==> src/rtl/core/route_from_predecessor_table_unit_macros.svh <==
// Assertion macros shared by the route table RTL.
`ifndef ROUTE_FROM_PREDECESSOR_TABLE_UNIT_MACROS_SVH
`define ROUTE_FROM_PREDECESSOR_TABLE_UNIT_MACROS_SVH

`ifndef SYNTHESIS
// Check a property on every rising edge outside of reset.
`define RFP_ASSERT(lbl, clk, rst_n, prop, msg) \
  lbl: assert property (@(posedge clk) disable iff (!rst_n) prop) else $error(msg);
// Check that a condition never holds.
`define RFP_ASSERT_NEVER(lbl, clk, rst_n, cond, msg) \
  `RFP_ASSERT(lbl, clk, rst_n, !(cond), msg)
`else
`define RFP_ASSERT(lbl, clk, rst_n, prop, msg)
`define RFP_ASSERT_NEVER(lbl, clk, rst_n, cond, msg)
`endif

`endif

==> src/rtl/core/rfp_pkg.sv <==
`timescale 1ns / 1ps
package rfp_pkg;

  localparam int NodesDef     = 64;
  localparam int CostWidthDef = 32;
  localparam int EntryWidth   = 32;
  localparam int OutCostWidth = 32;
  localparam int ModeWidth    = 3;

  typedef enum logic [ModeWidth-1:0] {
    MODE_WR_PRED = 3'd0,
    MODE_WR_DIST = 3'd1,
    MODE_WR_DUR  = 3'd2,
    MODE_COST    = 3'd3,
    MODE_ROUTE   = 3'd4
  } mode_e;

  // Table port command
  typedef struct packed {
    logic pred_we;
    logic dist_we;
    logic dur_we;
    logic pred_re;
    logic cost_re;
  } tbl_cmd_t;

endpackage

==> src/rtl/core/rfp_stack.sv <==
`timescale 1ns / 1ps
module rfp_stack #(
  parameter int Nodes  = rfp_pkg::NodesDef,
  localparam int NodeW = $clog2(Nodes + 1),
  localparam int AddrW = $clog2(Nodes * Nodes),
  localparam int IdxW  = $clog2(Nodes),
  localparam int LegW  = 2 * NodeW + AddrW
) (
  input  logic             clk_i,
  input  logic             we_i,
  input  logic             re_i,
  input  logic [IdxW-1:0]  idx_i,
  input  logic [LegW-1:0]  wdata_i,
  output logic [LegW-1:0]  rdata_o
);

  // One entry per leg: from node, to node, cost table address
  logic [LegW-1:0] leg_mem [Nodes];
  logic [LegW-1:0] rdata_q;

  always_ff @(posedge clk_i) begin
    if (we_i) begin
      leg_mem[idx_i] <= wdata_i;
    end
    if (re_i) begin
      rdata_q <= leg_mem[idx_i];
    end
  end

  assign rdata_o = rdata_q;

endmodule

==> config.mk <==
export PLATFORM = sky130hd
export DESIGN_NAME = rfp_stack
export DESIGN_NICKNAME = d
export VERILOG_FILES = /design/src/rtl/core/route_from_predecessor_table_unit_macros.svh /design/src/rtl/core/rfp_pkg.sv /design/src/rtl/core/rfp_stack.sv
export SDC_FILE = /design/constraint.sdc
export NUM_CORES = 1
export LEC_CHECK = 0
export ABC_AREA = 1
export BUFFER_PORTS_ARGS = -buffer_cell sky130_fd_sc_hd__buf_2
export CAP_MARGIN = 40
export CORE_MARGIN = 2
export CORE_UTILIZATION = 40
export CTS_CLUSTER_DIAMETER = 200
export CTS_CLUSTER_SIZE = 40
export DETAILED_ROUTE_END_ITERATION = 8
export PLACE_DENSITY_LB_ADDON = 0.12
export SETUP_SLACK_MARGIN = 0.2
export SLEW_MARGIN = 20
export SYNTH_ARGS = -nofsm -noshare
export SYNTH_HDL_FRONTEND = slang
export SYNTH_SLANG_ARGS = --single-unit
==> constraint.sdc <==
create_clock -name clk_i -period 8.1 [get_ports clk_i]
set_input_delay 2.025 -clock clk_i [delete_from_list [all_inputs] [get_ports clk_i]]
set_output_delay 2.025 -clock clk_i [all_outputs]
set_load 0.01 [all_outputs]
==> key figures <==
Logic synthesis
  – Syn Nets: 6,906
  – Area of the mapped netlist: 0.0706 sq mm
  – Post-synth top area share: 71.9%
  – Synth area leader: edfxtp_1
  – Syn Inst Count: 6,871
  – Sequential share of the synthesized area: 71.9%
  – Synth Register Bits: 1,690
  – Synth cell types: 18
  – Post-synth top flop: edfxtp_1
  – Share of async-settable or async-resettable flops after synthesis: 0%
  – Top cells by area, synth: edfxtp_1 72%, nand2_1 25%, buf_2 1.2%
  – Synthesis Warnings: 0
  – Syn_area_per_cell: 10.3 sq um
  – Post-synth EDFFs: 1,690

Clock network
  – TritonCTS clock tree: yes
  – Post-CTS setup buffers: 0
  – CTS Hold Bufs: 0
  – CTS Buf Count: 48
  – Root Buffer Master: clkbuf_16
  – CTS resizes: 0
  – CTS max path bufs: 3
  – CTS HTree Levels: 2
  – Worst-Skew Late Latency: 0.75 ns
  – CTS sink cnt: 1,690
  – Clock transition at the registers of the reported paths: 0.15 ns

Power
  – Leak: 0.0311 uW
  – Peak supply drop: 200 uV
  – PwrDens: 192 mW/mm^2

Final layout
  – Nets: 6,840
  – Multi-input gate area: 0.0185 sq mm
  – Share of layout cells above drive strength 1: 5.36%
  – Fillers: 16,820
  – Layout area overhead: 7.66%
  – Register area: 0.0507 sq mm
  – Final Non-Filler Cells: 9,151
  – Most frequent cells in the layout: 4,642 x nand2_1, 1,690 x edfxtp_1, 110 x buf_4, 62 x nor2_1, 56 x buf_2
  – Commonest non-fill, non-tap cell in the layout: nand2_1

STA
  – Final Worst Setup Slack: 3.42 ns
  – Final hold violations: 0
  – Max-slew violation count: 0
  – Tmin final: 4.68 ns
  – Fmax achieved: 0.214 GHz
  – Final Cycle Share: 57.8%
  – Setup TNS: 0 ns
  – RSZ-0062 raised after global routing: false
  – Actual slew at the worst max-slew pin: 1.10 ns
  – Setup violators final: 0
  – Max-slew headroom: 26.3%
  – Worst hold slack: 0.760 ns
  – Worst clock skew: 0.0724 ns

Placed design
  – Global placement routability congestion: 0.832
  – Dpl ws: 2.50 ns
  – DPL Wire Length: 119,000 microns
  – Placed cells: 9,087
  – PortBufs: 60

Route
  – Drt total wl: 205,000 microns
  – Vias per cell: 4.94
  – DR pass1 iterations: 6
  – Starting DRT DRC Count: 4,166
  – DR DRC count: 0
  – Antenna-violating nets left: 0
  – Avg WL per Cell: 22.4 microns
  – DR vias: 45,204

Critical path
  – Max stage delay on crit path: 0.73 ns
  – Crit path launch type: input port
  – Slowest CP cell: buf_4
  – CP endpoint kind: flop
  – Most used cell, CP: nand2_1
  – R2R depth: 10
  – Critical R2R Launch: leg_mem[34][13]
  – CP arrival: 5.29 ns
  – CP Data Required Time: 8.71 ns
  – Crit path launch: idx_i[0]
  – Crit path cell chain: buf_8, buf_4, buf_4, nand2_1, nand2_1, nand2_1, nand2_1, nand2_1, nand2_1, nand2_1, nand2_1, nor2_1, nand2_1
  – CP Max Fanout: 74
  – Setup CP Type: input port to flop

Global route
  – Antenna violations before repair: 13
  – Number of global-route vias before repair: 42,392
  – Gr usage total: 22.5%
  – Total gr overflow: 0
  – Largest net degree at the start of global routing: 173
  – First-pass GRT wire length: 298,000 microns

Worst hold path
  – Hold Path Cell Cnt: 6
  – Worst min path class: flop to flop
  – HP Start: leg_mem[31][24]

Floorplanning
  – Initial Utilization: 40.2%
  – Chip height: 424 microns
  – Die area: 0.180 sq mm
  – Die width: 424 microns
  – Row count: 154
  – I/O pins: 61
  – Core ar.: 0.176 sq mm

Run status
  – Status: completed

Job
  – Max Cap Viol: 0
==> layer usage <==
layer | global-route usage [%] | up-vias | wire [microns]
met5 | 0 | - | 0
met4 | 6.95 | 0 | 6710
met3 | 2.66 | 200 | 10900
met2 | 37.2 | 1075 | 97800
met1 | 31.2 | 22018 | 89900
li1 | - | 21911 | -
==> metrics by stage <==
| step | total power [uW] | area (sq um) | utilization [%] |
|---|---|---|---|
| floorplan | 10500 | 70600 | - |
| global placement | 11100 | 73600 | 41.9 |
| detailed placement | 11100 | 74500 | 42.4 |
| CTS | 14700 | 75800 | 43.1 |
| global route | 15100 | 76000 | 43.2 |
| finish | 14600 | 76000 | 43.2 |
==> where the power goes <==
part | switching [uW] | internal, uW
sequential | 28.8 | 9690
combinational | 926 | 283
clock | 2520 | 1130
total | 3470 | 11100
==> flip-flops by register name, indices dropped and copies added, names as in the netlist <==
register / cells
leg_mem: 1664
rdata_o: 26
==> worst paths after layout <==
| path | to | slack [ns] |
|---|---|---|
| worst min register to register | rdata_o[24] | 0.76 |
| worst max register to register | rdata_o[13] | 5.94 |
| worst max-delay path | rdata_o[13] | 3.42 |
| worst min-delay path | rdata_o[24] | 0.76 |
==> cell usage after synthesis, types with 6 or more instances <==
library cell	number
edfxtp_1	1690
inv_2	9
nand3_1	13
or2_2	6
buf_4	9
inv_1	21
nor3_2	8
nor2_1	124
buf_1	47
nand2_1	4642
clkbuf_1	110
buf_2	175
==> worst max-delay path, delay by kind of cell <==
kind          cells  cell delay, ns
simple gates     10            1.23
buf+inv           3            1.85
==> logic make-up after synthesis <==
family	after synthesis	share of synthesized area, %
flops	1690	71.9
buf+inv	371	2.33
compound gates	12	0.103
simple gates	4798	25.7
==> cell type report <==
class                   count  share of cell area, %
diodes                      4                 0.0132
clock buffers              50                   1.65
well taps                2340                   3.85
clock inverters             2                 0.0609
flip-flops and latches   1690                   66.8
multi-input cells        4810                   24.3
inverters                  30                  0.178
repair buffers            225                   3.15
No activity file was read; power rests on OpenSTA's default activity.
